### src/hdl/dss_pkg.sv
// Shared widths, register indexes, mode codes and reset values of the disk seek scheduler.
`default_nettype none

package dss_pkg;

    localparam int CYL_W  = 16;
    localparam int SUM_W  = 24;
    localparam int MODE_W = 2;

    typedef logic [CYL_W-1:0]  cyl_t;
    typedef logic [SUM_W-1:0]  sum_t;
    typedef logic [MODE_W-1:0] mode_t;
    typedef logic [1:0]        reg_idx_t;

    // Saturation ceiling of the running seek total.
    localparam sum_t SUM_MAX = '1;

    // Scheduling mode codes; any other code serves in arrival order.
    localparam mode_t MODE_FCFS  = 2'd0;
    localparam mode_t MODE_SCAN  = 2'd1;
    localparam mode_t MODE_CSCAN = 2'd2;

    // Register indexes on the configuration port.
    localparam reg_idx_t REG_MODE       = 2'd0;
    localparam reg_idx_t REG_START_HEAD = 2'd1;
    localparam reg_idx_t REG_CYL_COUNT  = 2'd2;
    localparam reg_idx_t REG_SCAN_DIR   = 2'd3;

    // Reset values of the configuration registers.
    localparam mode_t MODE_RST      = MODE_FCFS;
    localparam cyl_t  START_RST     = 16'd0;
    localparam cyl_t  CYL_COUNT_RST = 16'd200;
    localparam logic  SCAN_DIR_RST  = 1'b1;

endpackage

`default_nettype wire

### src/hdl/disk_seek_scheduler.sv
// Disk seek scheduler: request store, sorted insertion and service sequencer.
`default_nettype none

// Each request word that fits is taken into an arrival-order store and, by an insertion
// walk through a second store, into a sorted copy. The first request of a
// batch is written straight into the sorted store, and a request that finds
// the store full is dropped; any other takes a shift walk, one entry a cycle,
// through the sorted store's single read and write port. The word marked last
// starts service: the sequencer passes over the stored entries with one
// shared distance and saturating sum unit, each entry and pass taking a
// registered memory read, then the visit. First come first served makes
// one pass, the two sweep modes three passes plus one or two end stops.
// Service stalls while both output stages are full and m_ready is low.
// The block takes no request word during insertion and service; a finished
// result may still wait at the output while the next batch is collected.
module disk_seek_scheduler
    import dss_pkg::*;
#(
    parameter int MAX_REQUESTS = 32
) (
    input  wire         aclk,
    input  wire         aresetn,
    // Configuration port
    input  wire         psel,
    input  wire         penable,
    input  wire         pwrite,
    input  wire  [3:0]  paddr,
    input  wire  [31:0] pwdata,
    output logic [31:0] prdata,
    output logic        pready,
    // Request channel
    input  wire         s_valid,
    output logic        s_ready,
    input  wire  [15:0] s_request_cylinder,
    input  wire         s_last_request,
    // Visit channel
    output logic        m_valid,
    input  wire         m_ready,
    output logic [15:0] m_visited_cylinder,
    output logic [23:0] m_seek_total,
    output logic        m_last_visit
);

    localparam int CW = $clog2(MAX_REQUESTS + 1);
    localparam int AW = (MAX_REQUESTS > 1) ? $clog2(MAX_REQUESTS) : 1;
    localparam logic [CW-1:0] MAX_CNT = CW'(MAX_REQUESTS);

    typedef enum logic [3:0] {
        S_IDLE, S_INS, S_PUT, S_START, S_RD, S_EV, S_TOP, S_JUMP, S_ZERO, S_FLUSH
    } state_t;

    typedef enum logic [2:0] {
        PS_FCFS, PS_EQ, PS_LT_DN, PS_GT_UP, PS_GTM_UP, PS_LT_UP
    } pass_t;

    // Configuration registers.
    mode_t mode_reg;
    cyl_t  start_head_reg;
    cyl_t  cyl_count_reg;
    logic  scan_dir_reg;

    // Sequencer and datapath registers.
    state_t        state_reg, state_next;
    pass_t         pass_reg, pass_next;
    logic [CW-1:0] count_reg, count_next;
    logic [AW-1:0] idx_reg, idx_next;
    logic [AW-1:0] ins_pos_reg, ins_pos_next;
    cyl_t          val_reg, val_next;
    logic          last_reg, last_next;
    cyl_t          head_reg, head_next;
    sum_t          sum_reg, sum_next;
    logic          end_done_reg, end_done_next;
    logic          pend_valid_reg, pend_valid_next;
    cyl_t          pend_cyl_reg, pend_cyl_next;
    sum_t          pend_sum_reg, pend_sum_next;
    logic          out_valid_reg, out_valid_next;
    cyl_t          out_cyl_reg, out_cyl_next;
    sum_t          out_sum_reg, out_sum_next;
    logic          out_last_reg, out_last_next;

    // Stores and their registered read data.
    cyl_t          arr_mem [MAX_REQUESTS];
    cyl_t          srt_mem [MAX_REQUESTS];
    cyl_t          arr_rd_reg;
    cyl_t          srt_rd_reg;
    logic          arr_we;
    logic          srt_we;
    logic [AW-1:0] srt_wa;
    cyl_t          srt_wd;
    logic          ren;
    logic [AW-1:0] raddr;

    // Shared visit unit signals.
    cyl_t          top;
    cyl_t          rd_val;
    logic          merge_cond;
    cyl_t          unit_cyl;
    cyl_t          unit_diff;
    cyl_t          unit_d;
    logic [SUM_W:0] unit_wide;
    sum_t          sum_add;

    logic          cfg_we;
    logic          can_emit;
    logic          keep;
    logic          up_pass;
    logic          last_idx;
    logic [CW-1:0] cnt_m1;
    logic [AW-1:0] n_m1;

    // Configuration port: writes complete in the access phase, no wait states.
    assign pready = 1'b1;
    assign cfg_we = psel && penable && pwrite;

    always_ff @(posedge aclk) begin
        if (!aresetn) begin
            mode_reg       <= MODE_RST;
            start_head_reg <= START_RST;
            cyl_count_reg  <= CYL_COUNT_RST;
            scan_dir_reg   <= SCAN_DIR_RST;
        end else if (cfg_we) begin
            case (paddr[3:2])
                REG_MODE:       mode_reg       <= pwdata[MODE_W-1:0];
                REG_START_HEAD: start_head_reg <= pwdata[CYL_W-1:0];
                REG_CYL_COUNT:  cyl_count_reg  <= pwdata[CYL_W-1:0];
                REG_SCAN_DIR:   scan_dir_reg   <= pwdata[0];
                default: ;
            endcase
        end
    end

    always_comb begin
        case (paddr[3:2])
            REG_MODE:       prdata = {30'd0, mode_reg};
            REG_START_HEAD: prdata = {16'd0, start_head_reg};
            REG_CYL_COUNT:  prdata = {16'd0, cyl_count_reg};
            REG_SCAN_DIR:   prdata = {31'd0, scan_dir_reg};
            default:        prdata = '0;
        endcase
    end

    // Highest cylinder; an empty disk size gives a top end of zero.
    assign top = (cyl_count_reg == '0) ? '0 : cyl_count_reg - 16'd1;

    // Both stores share one read address; the pass picks which data it uses.
    always_ff @(posedge aclk) begin
        if (arr_we) begin
            arr_mem[count_reg[AW-1:0]] <= s_request_cylinder;
        end
        if (srt_we) begin
            srt_mem[srt_wa] <= srt_wd;
        end
        if (ren) begin
            arr_rd_reg <= arr_mem[raddr];
            srt_rd_reg <= srt_mem[raddr];
        end
    end

    assign rd_val = (pass_reg == PS_FCFS) ? arr_rd_reg : srt_rd_reg;

    // On the upward sweep the top end stop goes in before the first request above it.
    assign merge_cond = (pass_reg == PS_GTM_UP) && (rd_val > start_head_reg) &&
                        !end_done_reg && (rd_val > top);

    // Shared unit: distance to the next stop and saturating running total.
    always_comb begin
        case (state_reg)
            S_TOP:   unit_cyl = top;
            S_ZERO:  unit_cyl = '0;
            default: unit_cyl = merge_cond ? top : rd_val;
        endcase
    end

    assign unit_diff = (unit_cyl > head_reg) ? unit_cyl - head_reg : head_reg - unit_cyl;
    assign unit_d    = (state_reg == S_JUMP) ? top : unit_diff;
    assign unit_wide = {1'b0, sum_reg} + {{(SUM_W + 1 - CYL_W){1'b0}}, unit_d};
    assign sum_add   = unit_wide[SUM_W] ? SUM_MAX : unit_wide[SUM_W-1:0];

    // A new visit may enter the pending stage if that stage is empty or can hand on its word.
    assign can_emit = !pend_valid_reg || !out_valid_reg || m_ready;

    // Filter of the current pass.
    always_comb begin
        case (pass_reg)
            PS_FCFS:   keep = 1'b1;
            PS_EQ:     keep = (rd_val == start_head_reg);
            PS_LT_DN:  keep = (rd_val < start_head_reg);
            PS_LT_UP:  keep = (rd_val < start_head_reg);
            PS_GT_UP:  keep = (rd_val > start_head_reg);
            PS_GTM_UP: keep = (rd_val > start_head_reg);
            default:   keep = 1'b0;
        endcase
    end

    assign up_pass  = (pass_reg != PS_LT_DN);
    assign cnt_m1   = count_reg - CW'(1);
    assign n_m1     = cnt_m1[AW-1:0];
    assign last_idx = up_pass ? (idx_reg == n_m1) : (idx_reg == '0);

    // Sequencer next state.
    always_comb begin
        state_next      = state_reg;
        pass_next       = pass_reg;
        count_next      = count_reg;
        idx_next        = idx_reg;
        ins_pos_next    = ins_pos_reg;
        val_next        = val_reg;
        last_next       = last_reg;
        head_next       = head_reg;
        sum_next        = sum_reg;
        end_done_next   = end_done_reg;
        pend_valid_next = pend_valid_reg;
        pend_cyl_next   = pend_cyl_reg;
        pend_sum_next   = pend_sum_reg;
        out_valid_next  = out_valid_reg;
        out_cyl_next    = out_cyl_reg;
        out_sum_next    = out_sum_reg;
        out_last_next   = out_last_reg;
        arr_we          = 1'b0;
        srt_we          = 1'b0;
        srt_wa          = ins_pos_reg;
        srt_wd          = val_reg;
        ren             = 1'b0;
        raddr           = idx_reg;

        // The output word leaves on its handshake.
        if (out_valid_reg && m_ready) begin
            out_valid_next = 1'b0;
        end

        case (state_reg)
            S_IDLE: begin
                if (s_valid) begin
                    val_next  = s_request_cylinder;
                    last_next = s_last_request;
                    if (count_reg < MAX_CNT) begin
                        arr_we     = 1'b1;
                        count_next = count_reg + CW'(1);
                        if (count_reg == '0) begin
                            srt_we     = 1'b1;
                            srt_wa     = '0;
                            srt_wd     = s_request_cylinder;
                            state_next = s_last_request ? S_START : S_IDLE;
                        end else begin
                            ren          = 1'b1;
                            raddr        = n_m1;
                            ins_pos_next = count_reg[AW-1:0];
                            state_next   = S_INS;
                        end
                    end else begin
                        // Store full: the request is dropped.
                        state_next = s_last_request ? S_START : S_IDLE;
                    end
                end
            end

            S_INS: begin
                // Shift larger entries up one place until the new value fits.
                srt_we = 1'b1;
                if (srt_rd_reg > val_reg) begin
                    srt_wd       = srt_rd_reg;
                    ins_pos_next = ins_pos_reg - AW'(1);
                    if (ins_pos_reg == AW'(1)) begin
                        state_next = S_PUT;
                    end else begin
                        ren   = 1'b1;
                        raddr = ins_pos_reg - AW'(1) - AW'(1);
                    end
                end else begin
                    state_next = last_reg ? S_START : S_IDLE;
                end
            end

            S_PUT: begin
                srt_we     = 1'b1;
                state_next = last_reg ? S_START : S_IDLE;
            end

            S_START: begin
                head_next     = start_head_reg;
                sum_next      = '0;
                end_done_next = 1'b0;
                idx_next      = '0;
                pass_next     = (mode_reg == MODE_SCAN || mode_reg == MODE_CSCAN) ?
                                PS_EQ : PS_FCFS;
                state_next    = S_RD;
            end

            S_RD: begin
                ren        = 1'b1;
                state_next = S_EV;
            end

            S_EV: begin
                if (merge_cond) begin
                    // Top end stop first; the same entry is looked at again.
                    if (can_emit) begin
                        end_done_next = 1'b1;
                    end
                end else if (!(keep && !can_emit)) begin
                    if (last_idx) begin
                        case (pass_reg)
                            PS_EQ: begin
                                if (mode_reg == MODE_SCAN && !scan_dir_reg) begin
                                    pass_next = PS_LT_DN;
                                    idx_next  = n_m1;
                                end else begin
                                    pass_next = PS_GTM_UP;
                                    idx_next  = '0;
                                end
                                state_next = S_RD;
                            end
                            PS_LT_DN:  state_next = scan_dir_reg ? S_FLUSH : S_ZERO;
                            PS_GTM_UP: state_next = S_TOP;
                            default:   state_next = S_FLUSH;
                        endcase
                    end else begin
                        idx_next   = up_pass ? idx_reg + AW'(1) : idx_reg - AW'(1);
                        state_next = S_RD;
                    end
                end
            end

            S_TOP: begin
                if (end_done_reg) begin
                    if (mode_reg == MODE_SCAN) begin
                        pass_next  = PS_LT_DN;
                        idx_next   = n_m1;
                        state_next = S_RD;
                    end else begin
                        state_next = S_JUMP;
                    end
                end else if (can_emit) begin
                    end_done_next = 1'b1;
                end
            end

            S_JUMP: begin
                // Return to cylinder zero counts the full stroke.
                sum_next   = sum_add;
                head_next  = '0;
                state_next = S_ZERO;
            end

            S_ZERO: begin
                if (can_emit) begin
                    pass_next  = (mode_reg == MODE_SCAN) ? PS_GT_UP : PS_LT_UP;
                    idx_next   = '0;
                    state_next = S_RD;
                end
            end

            S_FLUSH: begin
                // The held visit is the final one of the batch.
                if (!out_valid_reg || m_ready) begin
                    out_valid_next  = 1'b1;
                    out_cyl_next    = pend_cyl_reg;
                    out_sum_next    = pend_sum_reg;
                    out_last_next   = 1'b1;
                    pend_valid_next = 1'b0;
                    count_next      = '0;
                    state_next      = S_IDLE;
                end
            end

            default: state_next = S_IDLE;
        endcase

        // A visit goes to the pending stage; the word held there moves on.
        if (can_emit && ((state_reg == S_EV && (merge_cond || keep)) ||
                         (state_reg == S_TOP && !end_done_reg) ||
                         state_reg == S_ZERO)) begin
            sum_next        = sum_add;
            head_next       = unit_cyl;
            pend_valid_next = 1'b1;
            pend_cyl_next   = unit_cyl;
            pend_sum_next   = sum_add;
            if (pend_valid_reg) begin
                out_valid_next = 1'b1;
                out_cyl_next   = pend_cyl_reg;
                out_sum_next   = pend_sum_reg;
                out_last_next  = 1'b0;
            end
        end
    end

    // State and registered outputs.
    always_ff @(posedge aclk) begin
        if (!aresetn) begin
            state_reg      <= S_IDLE;
            pass_reg       <= PS_FCFS;
            count_reg      <= '0;
            idx_reg        <= '0;
            ins_pos_reg    <= '0;
            last_reg       <= 1'b0;
            head_reg       <= START_RST;
            sum_reg        <= '0;
            end_done_reg   <= 1'b0;
            pend_valid_reg <= 1'b0;
            out_valid_reg  <= 1'b0;
        end else begin
            state_reg      <= state_next;
            pass_reg       <= pass_next;
            count_reg      <= count_next;
            idx_reg        <= idx_next;
            ins_pos_reg    <= ins_pos_next;
            last_reg       <= last_next;
            head_reg       <= head_next;
            sum_reg        <= sum_next;
            end_done_reg   <= end_done_next;
            pend_valid_reg <= pend_valid_next;
            out_valid_reg  <= out_valid_next;
        end
        val_reg      <= val_next;
        pend_cyl_reg <= pend_cyl_next;
        pend_sum_reg <= pend_sum_next;
        out_cyl_reg  <= out_cyl_next;
        out_sum_reg  <= out_sum_next;
        out_last_reg <= out_last_next;
    end

    assign s_ready            = (state_reg == S_IDLE);
    assign m_valid            = out_valid_reg;
    assign m_visited_cylinder = out_cyl_reg;
    assign m_seek_total       = out_sum_reg;
    assign m_last_visit       = out_last_reg;

    // Checks on the sequencer.
    a_idle_no_pending: assert property (@(posedge aclk) disable iff (!aresetn)
        (state_reg == S_IDLE) |-> !pend_valid_reg)
        else $error("visit still pending while the scheduler is idle");

    a_count_bound: assert property (@(posedge aclk) disable iff (!aresetn)
        count_reg <= MAX_CNT)
        else $error("request count beyond store depth");

    a_last_starts: assert property (@(posedge aclk) disable iff (!aresetn)
        (s_valid && s_ready && s_last_request) |=> (state_reg != S_IDLE))
        else $error("final request word did not start service");

    a_end_stop_src: assert property (@(posedge aclk) disable iff (!aresetn)
        $rose(end_done_reg) |-> ($past(state_reg) == S_EV || $past(state_reg) == S_TOP))
        else $error("top end stop marked outside the upward sweep");

endmodule

`default_nettype wire
### config.mk
export PLATFORM = sky130hd
export DESIGN_NAME = disk_seek_scheduler
export DESIGN_NICKNAME = d
export VERILOG_FILES = /design/src/hdl/dss_pkg.sv /design/src/hdl/disk_seek_scheduler.sv
export SDC_FILE = /design/constraint.sdc
export NUM_CORES = 2
export LEC_CHECK = 0
export BUFFER_PORTS_ARGS = -buffer_cell sky130_fd_sc_hd__buf_2
export CORE_MARGIN = 2
export CORE_UTILIZATION = 39
export CTS_CLUSTER_SIZE = 8
export DETAILED_ROUTE_END_ITERATION = 7
export SLEW_MARGIN = 25
export SYNTH_ARGS = -nofsm -noshare
export SYNTH_HDL_FRONTEND = slang
export SYNTH_SLANG_ARGS = --single-unit
### constraint.sdc
create_clock -name aclk -period 27 [get_ports aclk]
set_input_delay 2.7 -clock aclk [delete_from_list [all_inputs] [get_ports aclk]]
set_output_delay 2.7 -clock aclk [all_outputs]
set_load 0.005 [all_outputs]
==> flow_metrics.env <==
export IMPL_ant_nets=0
export IMPL_dpl_instance_area_um2=57000
export IMPL_met2WireLength_mm=67.4
export IMPL_clock_latency_ns=0.77
export IMPL_dp_hpwl_mm=86.2
export IMPL_cts_tree="yes"
export IMPL_via_per_inst=5.70
export IMPL_num_vias=33584
export IMPL_drv_slew=0
export IMPL_required_ns=27.67
export IMPL_grt_util_all_layers_pct=19.9
export IMPL_clock_tree_root_cell="clkbuf_16"
export IMPL_nets=4205
export IMPL_post_cts_buffers=0
export IMPL_drtIter0Drc=3317
export IMPL_rsz0062_at_grt="false"
export IMPL_fin_ws_ns=16.00
export IMPL_finalSetupTns_ns=0
export IMPL_port_buffers=100
export IMPL_clkTransAtPathRegs_ns=0.05
export IMPL_relSlewSlack_pct=22.2
export IMPL_yosysSeqAreaShare_pct=66.9
export IMPL_antenna_found_initial=7
export IMPL_layout_drive_gt1_share_pct=17.4
export IMPL_final_cell_area_um2=62000
export IMPL_ys_ff_latch=1255
export IMPL_area_delta_synth_final_pct=14.4
export IMPL_layout_cells_most_common="edfxtp_1"
export IMPL_synth_edf_count=1112
export IMPL_holdBufCountCts=0
export IMPL_grt_pass1_wl_mm=209
export IMPL_initial_core_util_pct=39.4
export IMPL_wl_met3_mm=10.1
export IMPL_async_flop_share_pct=0
export IMPL_whs_ns=0.454
export IMPL_worstPathArrival_ns=11.68
export IMPL_skew_ns=0.0404
export IMPL_die_w_um=377
export IMPL_drt_wl_total_mm=143
export IMPL_drc=0
export IMPL_timing_rr_end="sum_reg[23]"
export IMPL_holdCritStartpoint="pend_cyl_reg[3]"
export IMPL_overflow=0
export IMPL_post_route_period_util_pct=40.8
export IMPL_grt_pass1_vias=32522
export IMPL_start_kind="register"
export IMPL_drt_first_pass_iters=8
export IMPL_fmax_mhz=90.9
export IMPL_maxCapViolations=0
export IMPL_outcome="finished clean"
export IMPL_path_class="register to register"
export IMPL_layout_common_cells="1112 x edfxtp_1, 401 x nand2_1, 212 x mux2i_1, 178 x clkbuf_16, 159 x nand3_1"
export IMPL_numCtsBuffers=175
export IMPL_critPathMaxStageDelay_ns=0.95
export IMPL_ys_types=97
export IMPL_clock_path_buffers=3
export IMPL_syn_area_per_cell_um2=14.1
export IMPL_synth_warnings=0
export IMPL_dr_max_layer_used="met4"
export IMPL_hold_depth=1
export IMPL_numClockSinks=1255
export IMPL_crit_path_end_kind="register"
export IMPL_die_h_um=377
export IMPL_max_slew_worst_pin_slew_ns=1.16
export IMPL_reg2regPathDepth=36
export IMPL_cp_num_buf_inv=1
export IMPL_wl_met1_mm=61.2
export IMPL_cp_top_family="compound AO/OA/AOI/OAI gates"
export IMPL_ys_flop_type="edfxtp_1"
export IMPL_htreeDepth=4
export IMPL_hold_class="register to register"
export IMPL_rows=136
export IMPL_dpl_worst_slack_ns=16.12
export IMPL_grt_max_degree=112
export IMPL_wl_per_cell_um=24.3
export IMPL_r2r_slack_ns=16.00
export IMPL_ctsResizeCount=0
export IMPL_syn_inst=3852
export IMPL_fillerInstances=12046
export IMPL_slowest_stage="o32ai_1"
export IMPL_hold_violations=0
export IMPL_die_area_um2=142000
export IMPL_min_period_ns=11.00
export IMPL_core_area_um2=138000
export IMPL_netlist_area_um2=54200
export IMPL_gp_congestion=0.879
export IMPL_cp_max_fo=16
export IMPL_ios=136
export IMPL_min_to="m_visited_cylinder[3]"
export IMPL_rr_startpoint="cyl_count_reg[2]"
export IMPL_setup_violations=0
## final cells by class
type                            count  area (um^2)  area share, %
Inverter                          129          487          0.785
Clock buffer                      228         4670           7.54
Clock inverter                     12          244          0.394
Antenna cell                        5         12.5         0.0202
Tap cell                         1794         2240           3.62
Multi-Input combinational cell   2263        16800           27.0
Sequential cell                  1255        36300           58.5
Timing Repair Buffer              208         1320           2.14
## how the worst max path moves through the flow
| stage | start | to | slack (ns) | cells after the start |
|---|---|---|---|---|
| 2_1_floorplan | pass_reg[0] | sum_reg[23] | 18.00 | 36 |
| 3_3_place_gp | cyl_count_reg[2] | sum_reg[23] | 16.23 | 38 |
| 3_5_place_dp | cyl_count_reg[2] | sum_reg[23] | 16.12 | 36 |
| 4_1_cts | cyl_count_reg[2] | sum_reg[23] | 16.10 | 36 |
| 5_1_grt | cyl_count_reg[2] | sum_reg[23] | 15.20 | 38 |
| 6_report | cyl_count_reg[2] | sum_reg[23] | 16.00 | 36 |
## Yosys cell counts (8+ instances only)
cell type     n  share of area, %
a2111oi_0     9              0.15
a211oi_1      9              0.12
a21boi_0      8              0.11
a21o_1       23              0.32
a21oi_1     145               1.3
a222oi_1     16              0.30
a22o_1       15              0.24
a22oi_1      38              0.53
a311oi_1     10              0.16
a31oi_1      59              0.68
a32o_1       32              0.59
and2_1       15              0.17
and3_1       15              0.17
buf_2        76              0.70
buf_4        23              0.32
clkbuf_1    111              0.77
dfxtp_1     143               5.3
edfxtp_1   1112                62
ha_1        109               2.5
inv_1       127              0.88
mux2_1       13              0.27
mux2_2      119               2.5
mux2_4       10              0.28
mux2i_1     212               3.9
mux4_2       63               2.6
nand2_1     402               2.8
nand2b_1     13              0.15
nand3_1     163               1.5
nand4_1      20              0.23
nor2_1      196               1.4
nor2b_1      20              0.23
nor3_1       44              0.41
nor4_1       40              0.46
o2111ai_1    27              0.44
o211ai_1     15              0.21
o21a_1       11              0.15
o21ai_0      63              0.58
o22ai_1      85              0.98
o2bb2ai_1    34              0.55
or2_2        17              0.20
xnor2_1      33              0.53
xor2_1       27              0.44
## worst register-to-register path: cells and delay by family (launching register included)
kind / cells / cell delay, ns
muxes: 3 / 1.09
AOI/OAI and AO/OA: 16 / 4.78
and+or+nand+nor: 12 / 3.22
xor gates and xnor gates: 1 / 0.13
DFF: 1 / 0.37
buffers and inverters: 1 / 0.20
adders and majority gates: 3 / 1.17
## routing by layer
metal  track usage (%)  vias to the layer above
met4              6.91                        0
met5                 0                        -
li1                  -                    15100
met1              27.1                    16982
met3              3.30                      244
met2              32.1                     1258
## logic make-up (layout without fill, tap and decap cells)
| logic type | count (synthesis) | count (layout) | synth area share (%) |
|---|---|---|---|
| AND/OR/NAND/NOR | 991 | 991 | 8.37 |
| adder cells (fa/ha/maj) | 113 | 113 | 2.67 |
| flip-flops | 1255 | 1255 | 66.9 |
| other | 2 | 22 | 0.0139 |
| multiplexers | 417 | 417 | 9.56 |
| XOR/XNOR | 60 | 60 | 0.970 |
| buffers and inverters | 349 | 577 | 2.81 |
| AO/OA/AOI/OAI | 665 | 665 | 8.68 |
## through the flow
step	cells	util (%)
after global placement	5649	41.4
after global routing	5890	45.0
after CTS	5889	45.0
after detailed placement	5649	41.4
final	5894	45.0
after floorplan	3867	-
Power is not shown: default switching activity piles up to over one toggle a cycle in this logic, so the estimate is an artifact.
